==> config.mk <==
export PLATFORM = sky130hd
export DESIGN_NAME = source_text_tokenizer_core
export DESIGN_NICKNAME = d
export VERILOG_FILES = /design/src/sv/stt_pkg.sv /design/src/sv/stt_scan.sv /design/src/sv/stt_result_fifo.sv /design/src/sv/source_text_tokenizer_core.sv
export SDC_FILE = /design/constraint.sdc
export NUM_CORES = 1
export LEC_CHECK = 0
export BUFFER_PORTS_ARGS = -buffer_cell sky130_fd_sc_hd__buf_2
export CAP_MARGIN = 15
export CELL_PAD_IN_SITES_DETAIL_PLACEMENT = 1
export CELL_PAD_IN_SITES_GLOBAL_PLACEMENT = 1
export CORE_ASPECT_RATIO = 0.9
export CORE_MARGIN = 2
export CORE_UTILIZATION = 50
export CTS_BUF_LIST = sky130_fd_sc_hd__clkbuf_16
export CTS_CLUSTER_DIAMETER = 60
export DETAILED_ROUTE_END_ITERATION = 8
export PLACE_DENSITY_LB_ADDON = 0.1
export SLEW_MARGIN = 20
export SYNTH_ARGS = -nofsm -noshare
export SYNTH_HDL_FRONTEND = slang
export SYNTH_SLANG_ARGS = --single-unit
==> constraint.sdc <==
create_clock -name clk -period 5.6 [get_ports clk]
set_input_delay 0.56 -clock clk [delete_from_list [all_inputs] [get_ports clk]]
set_output_delay 0.56 -clock clk [all_outputs]
set_load 0.02 [all_outputs]
==> src/sv/stt_pkg.sv <==
`timescale 1ns / 1ps

package stt_pkg;

  localparam int POS_BITS_DEF = 16;

  // Result queue between the scanner and the output port.
  localparam int FIFO_DEPTH = 4;
  localparam int FIFO_AW    = $clog2(FIFO_DEPTH);
  localparam int LEVEL_W    = $clog2(FIFO_DEPTH + 1);

  localparam logic [1:0] MODE_IDLE  = 2'd0;
  localparam logic [1:0] MODE_INT   = 2'd1;
  localparam logic [1:0] MODE_IDENT = 2'd2;

  localparam logic [3:0] TAG_ERROR  = 4'd0;
  localparam logic [3:0] TAG_EOF    = 4'd1;
  localparam logic [3:0] TAG_IDENT  = 4'd2;
  localparam logic [3:0] TAG_INT    = 4'd3;
  localparam logic [3:0] TAG_LPAREN = 4'd4;
  localparam logic [3:0] TAG_RPAREN = 4'd5;
  localparam logic [3:0] TAG_LCURLY = 4'd6;
  localparam logic [3:0] TAG_RCURLY = 4'd7;
  localparam logic [3:0] TAG_COLON  = 4'd8;
  localparam logic [3:0] TAG_SEMI   = 4'd9;
  localparam logic [3:0] TAG_COMMA  = 4'd10;

  localparam logic [7:0] CH_UNDERSCORE = 8'h5F;
  localparam logic [7:0] CH_LPAREN     = 8'h28;
  localparam logic [7:0] CH_RPAREN     = 8'h29;
  localparam logic [7:0] CH_LCURLY     = 8'h7B;
  localparam logic [7:0] CH_RCURLY     = 8'h7D;
  localparam logic [7:0] CH_COLON      = 8'h3A;
  localparam logic [7:0] CH_SEMI       = 8'h3B;
  localparam logic [7:0] CH_COMMA      = 8'h2C;
  localparam logic [7:0] CH_SPACE      = 8'h20;
  localparam logic [7:0] CH_NEWLINE    = 8'h0A;
  localparam logic [7:0] CH_TAB        = 8'h09;

  typedef struct packed {
    logic [3:0]         tag;
    logic signed [16:0] start;
    logic [15:0]        stop;
    logic               last;
  } stt_tok_t;

  // Tokens produced by one input transaction, at most two.
  typedef struct packed {
    logic [1:0] cnt;
    stt_tok_t   first;
    stt_tok_t   second;
  } stt_push_t;

  function automatic logic is_digit(input logic [7:0] c);
    return c inside {[8'h30:8'h39]};
  endfunction

  function automatic logic is_letter(input logic [7:0] c);
    return (c inside {[8'h61:8'h7A], [8'h41:8'h5A]}) || (c == CH_UNDERSCORE);
  endfunction

  function automatic logic is_space(input logic [7:0] c);
    return c inside {CH_SPACE, CH_NEWLINE, CH_TAB};
  endfunction

  function automatic logic [3:0] mark_tag(input logic [7:0] c);
    logic [3:0] t;
    case (c)
      CH_LPAREN: t = TAG_LPAREN;
      CH_RPAREN: t = TAG_RPAREN;
      CH_LCURLY: t = TAG_LCURLY;
      CH_RCURLY: t = TAG_RCURLY;
      CH_COLON:  t = TAG_COLON;
      CH_SEMI:   t = TAG_SEMI;
      CH_COMMA:  t = TAG_COMMA;
      default:   t = TAG_ERROR;
    endcase
    return t;
  endfunction

endpackage

==> src/sv/stt_scan.sv <==
`timescale 1ns / 1ps

module stt_scan import stt_pkg::*; #(
  parameter int POSITION_BITS = POS_BITS_DEF
) (
  input  logic       clk,
  input  logic       rst_n,
  input  logic       in_valid,
  input  logic       in_op,
  input  logic [7:0] in_char_byte,
  input  logic       room,
  output logic       in_stall,
  output stt_push_t  push
);

  localparam int SW = (POSITION_BITS > 17) ? POSITION_BITS : 17;
  localparam int EW = (POSITION_BITS > 16) ? POSITION_BITS : 16;

  logic                     valid_r, valid_nxt;
  logic                     op_r;
  logic [7:0]               char_r;
  logic [1:0]               mode_r, mode_nxt;
  logic [POSITION_BITS-1:0] pstart_r, pstart_nxt;
  logic [POSITION_BITS-1:0] pos_r, pos_nxt;

  logic                     adv;
  logic                     c_digit, c_alpha, c_space;
  logic [1:0]               mode_eff;
  logic                     flush, single;
  logic [3:0]               flush_tag, single_tag;
  logic signed [16:0]       single_start;
  logic [15:0]              single_stop;
  logic [POSITION_BITS-1:0] pos_inc;
  logic [SW-1:0]            pos_m1;
  stt_tok_t                 tok0, tok1;

  function automatic logic signed [16:0] to_start(input logic [POSITION_BITS-1:0] v);
    logic [SW-1:0] w;
    w = SW'(v);
    return $signed(w[16:0]);
  endfunction

  function automatic logic [15:0] to_end(input logic [POSITION_BITS-1:0] v);
    logic [EW-1:0] w;
    w = EW'(v);
    return w[15:0];
  endfunction

  assign adv      = valid_r && room;
  assign in_stall = valid_r && !room;

  assign pos_inc = (&pos_r) ? pos_r : pos_r + POSITION_BITS'(1);
  // The end-of-file start wraps to all ones for an empty source.
  assign pos_m1  = SW'(pos_r) - SW'(1);

  always_comb begin
    c_digit      = is_digit(char_r);
    c_alpha      = is_letter(char_r);
    c_space      = is_space(char_r);
    flush        = 1'b0;
    flush_tag    = TAG_INT;
    mode_eff     = mode_r;
    single       = 1'b0;
    single_tag   = TAG_EOF;
    single_start = $signed(pos_m1[16:0]);
    single_stop  = to_end(pos_r);
    pstart_nxt   = pstart_r;
    pos_nxt      = pos_r;

    case (mode_r)
      MODE_INT: begin
        if (op_r || !c_digit) begin
          flush     = 1'b1;
          flush_tag = TAG_INT;
          mode_eff  = MODE_IDLE;
        end
      end
      MODE_IDENT: begin
        if (op_r || !(c_digit || c_alpha)) begin
          flush     = 1'b1;
          flush_tag = TAG_IDENT;
          mode_eff  = MODE_IDLE;
        end
      end
      MODE_IDLE: ;
      default: mode_eff = MODE_IDLE;
    endcase

    mode_nxt = mode_eff;
    if (op_r) begin
      single = 1'b1;
    end else begin
      if (mode_eff == MODE_IDLE) begin
        if (c_digit) begin
          mode_nxt   = MODE_INT;
          pstart_nxt = pos_r;
        end else if (c_alpha) begin
          mode_nxt   = MODE_IDENT;
          pstart_nxt = pos_r;
        end else if (!c_space) begin
          single       = 1'b1;
          single_tag   = mark_tag(char_r);
          single_start = to_start(pos_r);
          single_stop  = to_end(pos_inc);
        end
      end
      pos_nxt = pos_inc;
    end
  end

  always_comb begin
    tok0.tag   = flush_tag;
    tok0.start = to_start(pstart_r);
    tok0.stop  = to_end(pos_r);
    tok0.last  = !single;
    tok1.tag   = single_tag;
    tok1.start = single_start;
    tok1.stop  = single_stop;
    tok1.last  = 1'b1;

    push.cnt    = adv ? {flush & single, flush ^ single} : 2'd0;
    push.first  = flush ? tok0 : tok1;
    push.second = tok1;
  end

  always_comb begin
    valid_nxt = valid_r;
    if (in_valid && !in_stall) begin
      valid_nxt = 1'b1;
    end else if (adv) begin
      valid_nxt = 1'b0;
    end
  end

  always_ff @(posedge clk) begin
    if (!rst_n) begin
      valid_r  <= 1'b0;
      mode_r   <= MODE_IDLE;
      pstart_r <= '0;
      pos_r    <= '0;
    end else begin
      valid_r <= valid_nxt;
      if (adv) begin
        mode_r   <= mode_nxt;
        pstart_r <= pstart_nxt;
        pos_r    <= pos_nxt;
      end
    end
  end

  always_ff @(posedge clk) begin
    if (in_valid && !in_stall) begin
      op_r   <= in_op;
      char_r <= in_char_byte;
    end
  end

endmodule

==> src/sv/stt_result_fifo.sv <==
`timescale 1ns / 1ps

module stt_result_fifo import stt_pkg::*; (
  input  logic               clk,
  input  logic               rst_n,
  input  stt_push_t          push,
  input  logic               pop,
  output logic [LEVEL_W-1:0] level,
  output stt_tok_t           head
);

  stt_tok_t               mem_r [FIFO_DEPTH];
  logic [FIFO_AW-1:0]     wr_ptr_r, wr_ptr_nxt;
  logic [FIFO_AW-1:0]     rd_ptr_r, rd_ptr_nxt;
  logic [LEVEL_W-1:0]     level_r, level_nxt;

  assign level = level_r;
  assign head  = mem_r[rd_ptr_r];

  always_comb begin
    wr_ptr_nxt = wr_ptr_r + FIFO_AW'(push.cnt);
    rd_ptr_nxt = rd_ptr_r + FIFO_AW'(pop);
    level_nxt  = level_r + LEVEL_W'(push.cnt) - LEVEL_W'(pop);
  end

  always_ff @(posedge clk) begin
    if (!rst_n) begin
      wr_ptr_r <= '0;
      rd_ptr_r <= '0;
      level_r  <= '0;
    end else begin
      wr_ptr_r <= wr_ptr_nxt;
      rd_ptr_r <= rd_ptr_nxt;
      level_r  <= level_nxt;
    end
  end

  always_ff @(posedge clk) begin
    if (push.cnt != 2'd0) begin
      mem_r[wr_ptr_r] <= push.first;
    end
    if (push.cnt == 2'd2) begin
      mem_r[wr_ptr_r + FIFO_AW'(1)] <= push.second;
    end
  end

endmodule

==> src/sv/source_text_tokenizer_core.sv <==
`timescale 1ns / 1ps
// Channel  | Ports                                            | Direction
// ---------+--------------------------------------------------+----------
// input    | in_valid, in_stall, in_op, in_char_byte          | in
// result   | out_valid, out_stall, out_tok_kind,              | out
//          | out_token_start, out_token_end, out_last_of_run  |
//
// One source byte or end marker is accepted per cycle while in_stall is low; it
// is held in the input register, then the scan logic pushes zero, one or two
// tokens into a four-entry result queue. An item that flushes a pending token
// and also gives a token of its own pushes two tokens, which leave one per pop,
// so the output sets the rate then. Results go via the input register and queue.
// Reset is synchronous and clears the scanner state and the queue.
// in_stall rises while the input register holds a transaction and the queue has
// fewer than two free entries.

module source_text_tokenizer_core import stt_pkg::*; #(
  parameter int POSITION_BITS = POS_BITS_DEF
) (
  input  logic               clk,
  input  logic               rst_n,
  input  logic               in_valid,
  output logic               in_stall,
  input  logic               in_op,
  input  logic [7:0]         in_char_byte,
  output logic               out_valid,
  input  logic               out_stall,
  output logic [3:0]         out_tok_kind,
  output logic signed [16:0] out_token_start,
  output logic [15:0]        out_token_end,
  output logic               out_last_of_run
);

  stt_push_t          push;
  stt_tok_t           head;
  logic [LEVEL_W-1:0] level;
  logic               room;
  logic               pop;

  assign room = level <= LEVEL_W'(FIFO_DEPTH - 2);
  assign out_valid = level != '0;
  assign pop = out_valid && !out_stall;

  assign out_tok_kind    = head.tag;
  assign out_token_start = head.start;
  assign out_token_end   = head.stop;
  assign out_last_of_run = head.last;

  stt_scan #(
    .POSITION_BITS(POSITION_BITS)
  ) u_scan (
    .clk          (clk),
    .rst_n        (rst_n),
    .in_valid     (in_valid),
    .in_op        (in_op),
    .in_char_byte (in_char_byte),
    .room         (room),
    .in_stall     (in_stall),
    .push         (push)
  );

  stt_result_fifo u_fifo (
    .clk   (clk),
    .rst_n (rst_n),
    .push  (push),
    .pop   (pop),
    .level (level),
    .head  (head)
  );

  a_level_bound: assert property (@(posedge clk) disable iff (!rst_n)
    level <= LEVEL_W'(FIFO_DEPTH))
    else $error("result queue overfilled");

  a_pair_shape: assert property (@(posedge clk) disable iff (!rst_n)
    push.cnt == 2'd2 |-> !push.first.last && push.second.last &&
      (push.first.tag == TAG_INT || push.first.tag == TAG_IDENT))
    else $error("token pair is not a flushed run followed by a final token");

  a_eof_last: assert property (@(posedge clk) disable iff (!rst_n)
    out_valid && out_tok_kind == TAG_EOF |-> out_last_of_run)
    else $error("end-of-file token not marked last");

  a_reset_empty: assert property (@(posedge clk)
    rst_n && $past(!rst_n) |-> level == '0)
    else $error("result queue not empty after reset");

endmodule

==> metrics <==
outcome=finished clean; final setup vio count=0; TritonCTS Buffers=24; Starting Density=roughly half; IO Pins=53; Cell Rows=51; RSZ-0062 raised after global routing=false; Synth Instances=~990; number of global-route vias before repair=8763; first-pass GRT wire length=between 50 and 60 mm; maximum VDD drop=0.3384 mV; Leak Pwr=just over 4 nW; flops & latches, synth=roughly 200; Core ar.=~22000 sq um; Antenna Cells=0; Slew Viols, Final=0; measured slew at the worst slew-check pin=approximately 0.95 ns; post-route minimum period=just under 5 ns; Die W=around 160 microns; number of antenna-violating nets in the routed design=0; Starting DRT DRC Count=between 600 and 700; Top FF cell, synth=edfxtp_1; slowest CP cell=or4_4; Worst Path Max Fanout=38; Mapped Area=11030 sq um; Worst-Skew Late Latency=0.53 ns; worst-path cell chain=or4_4 > a2111oi_4 > a211o_4 > nand2_1 > ha_1 > or2_2 > nand4_1 > or2_2 > o21ai_0 > buf_4 > nor2_1 > clkinv_1 > buf_4; Final #Nets=between 1000 and 1500; fraction of layout cells with a size suffix above 1=approximately a fifth; Mapped Nets=between 1000 and 1500; MaxCap Viol Count=0; most common cell after layout, fill and taps aside=edfxtp_1; H-tree depth=1; Clk pin slew, worst setup/hold paths=approximately 0.05 ns; Tcrit/Tclk final=about 86%; Root Buffer=clkbuf_16; TNS Setup=0 ns; syn_area_per_cell=11.12 sq um; PortBufs=between 50 and 60; worst rel slew slack=35.91%; gr ovfl total=0; die area=~23000 sq um; TritonCTS clock tree=yes; Yosys cell types=just under 90; Hold Crit Class=primary input to flop; via count=~8500; FILL cells=2284; clk sinks=203; most frequent cells in the layout=edfxtp_1, nand2_1, nor2_1, o21ai_0, buf_2; area of the multi-input gates=a little under 5000 sq um; Post-CTS Setup Bufs=0; chip height=roughly 140 microns; PostCTS Resize Cnt=0; Non-Filler Instances=~1300; final hold vios=0; share of flip-flops with an asynchronous set or reset=0%; CP Data Required Time=5.75 ns; cts hold-fix bufs=0; crit path kind=flop to flop; WL/cell=around 26 microns; gpl congestion=~0.86; largest net degree at the start of global routing=42; DRC=0; register area share after synthesis=slightly above 50%; PwrDens=approximately 350 nW/um^2; Total GRT Usage=29.38%; critical path data arrival time=between 4 and 5 ns; Post-synth EDFFs=approximately 160; storage element area=around 5600 sq um; max incr delay on CP=roughly 0.60 ns; Avg Vias per Cell=around 6.4; initial antenna violation count=0; YS warnings=0; final wirelength=between 30 and 40 mm; DP HPWL=around 22 mm; P&R area growth vs syn=11.65%; CTS max path bufs=3; CP Launch Type=flop; f_max=between 200 and 250 MHz; Cells after DPL=roughly 1300; DR pass1 iterations=5; Worst Skew=0.02279 ns; Crit. End Element=flop
[per-stage QoR]
stage               total power, mW  hold WS, ns  instance area (sq um)  worst slack [ns]  util (%)
floorplan                     2.507       0.4311                  11030            0.7944         -
detailed placement            2.802       0.4628                  11540            0.7791     53.33
global route                  4.452       0.2070                  12310            0.4597     56.92
finish                        4.310       0.2192                  12310            0.7578     56.92
global placement              2.774       0.4466                  11540            0.9318     53.33
CTS                           4.341       0.2029                  12310            0.7671     56.91
[flip-flops by register name, summed over array words and instances (netlist names), 2 cells and up]
| register | count |
|---|---|
| u_fifo.level | 3 |
| u_fifo.mem_r | 152 |
| u_fifo.rd_ptr_r | 2 |
| u_fifo.wr_ptr_r | 2 |
| u_scan.char_r | 8 |
| u_scan.mode_r | 2 |
| u_scan.pos_r | 16 |
| u_scan.pstart_r | 16 |
[per-layer routing]
layer  GRT usage (%)  part of all wire, %
met4           8.440                  2.3
met2           52.22                   50
met5               0                    0
met1           38.37                   42
met3           3.420                  6.2
[Yosys cell counts (all sizes together), types with 5 or more instances]
cell type	number	area, sq um
nand4	5	31.28
a21oi	41	212.7
o21a	5	37.54
clkbuf	59	221.5
nor2	89	334.1
nand3	24	120.1
inv	16	60.05
o2bb2ai	7	61.31
nor2b	5	31.28
o21ai	106	538.0
o211ai	7	82.58
nor3	18	106.4
nand2	94	352.8
nor4	13	132.6
o22a	9	78.83
or2	8	50.05
dfxtp	46	920.9
a22o	14	122.6
o31ai	13	97.59
buf	26	146.4
ha	10	125.1
mux2i	20	200.2
a31oi	17	106.4
or3	15	93.84
nand2b	9	56.30
xnor2	15	153.9
edfxtp	157	4715
a311oi	10	93.84
xor2	15	131.4
and2	8	50.05
o211a	7	70.07
mux4	38	855.8
[worst max-delay path, delay by kind of cell, from the launching register on]
family | cells | cell delay (ns)
AND/OR/NAND/NOR | 6 | 1.56
AO/OA/AOI/OAI | 3 | 1.06
buffers and inverters | 3 | 0.87
flip-flops | 1 | 0.53
adder cells (fa/ha/maj) | 1 | 0.44
[path summary, 6_finish.rpt]
kind / start / end / slack [ns] / depth (start not counted)
max: u_scan.char_r[4] / u_fifo.mem_r[0][11] / 0.76 / 13
min: in_char_byte[1] / u_scan.char_r[1] / 0.22 / 1
max reg2reg: u_scan.char_r[4] / u_fifo.mem_r[0][11] / 0.76 / 13
min reg2reg: u_fifo.mem_r[1][0] / u_fifo.mem_r[1][0] / 0.48 / 1
[logic make-up (layout without fill, tap and decap cells)]
family / Yosys count / in the layout / synth area share, %
xor+xnor: 30 / 30 / 2.587
compound gates: 273 / 273 / 16.96
flops: 203 / 203 / 51.10
fa+ha+maj: 11 / 11 / 1.316
mux: 58 / 58 / 9.576
simple gates: 314 / 314 / 14.51
buf+inv: 103 / 143 / 3.948
[where the power goes]
part	total, mW	internal (mW)	switching [mW]
clock network	1.54	0.902	0.641
logic	0.964	0.391	0.573
registers	1.80	1.71	0.0920
total	4.31	3.00	1.31
[layout make-up]
class,instances,share of cell area [%]
Clock buffer,25,5.081
Clock inverter,18,1.209
Inverter,18,0.5487
Multi-Input combinational cell,686,40.37
Sequential cell,203,45.79
Tap cell,291,2.957
Timing Repair Buffer,82,4.044
Power figures use the tool's default switching activity.
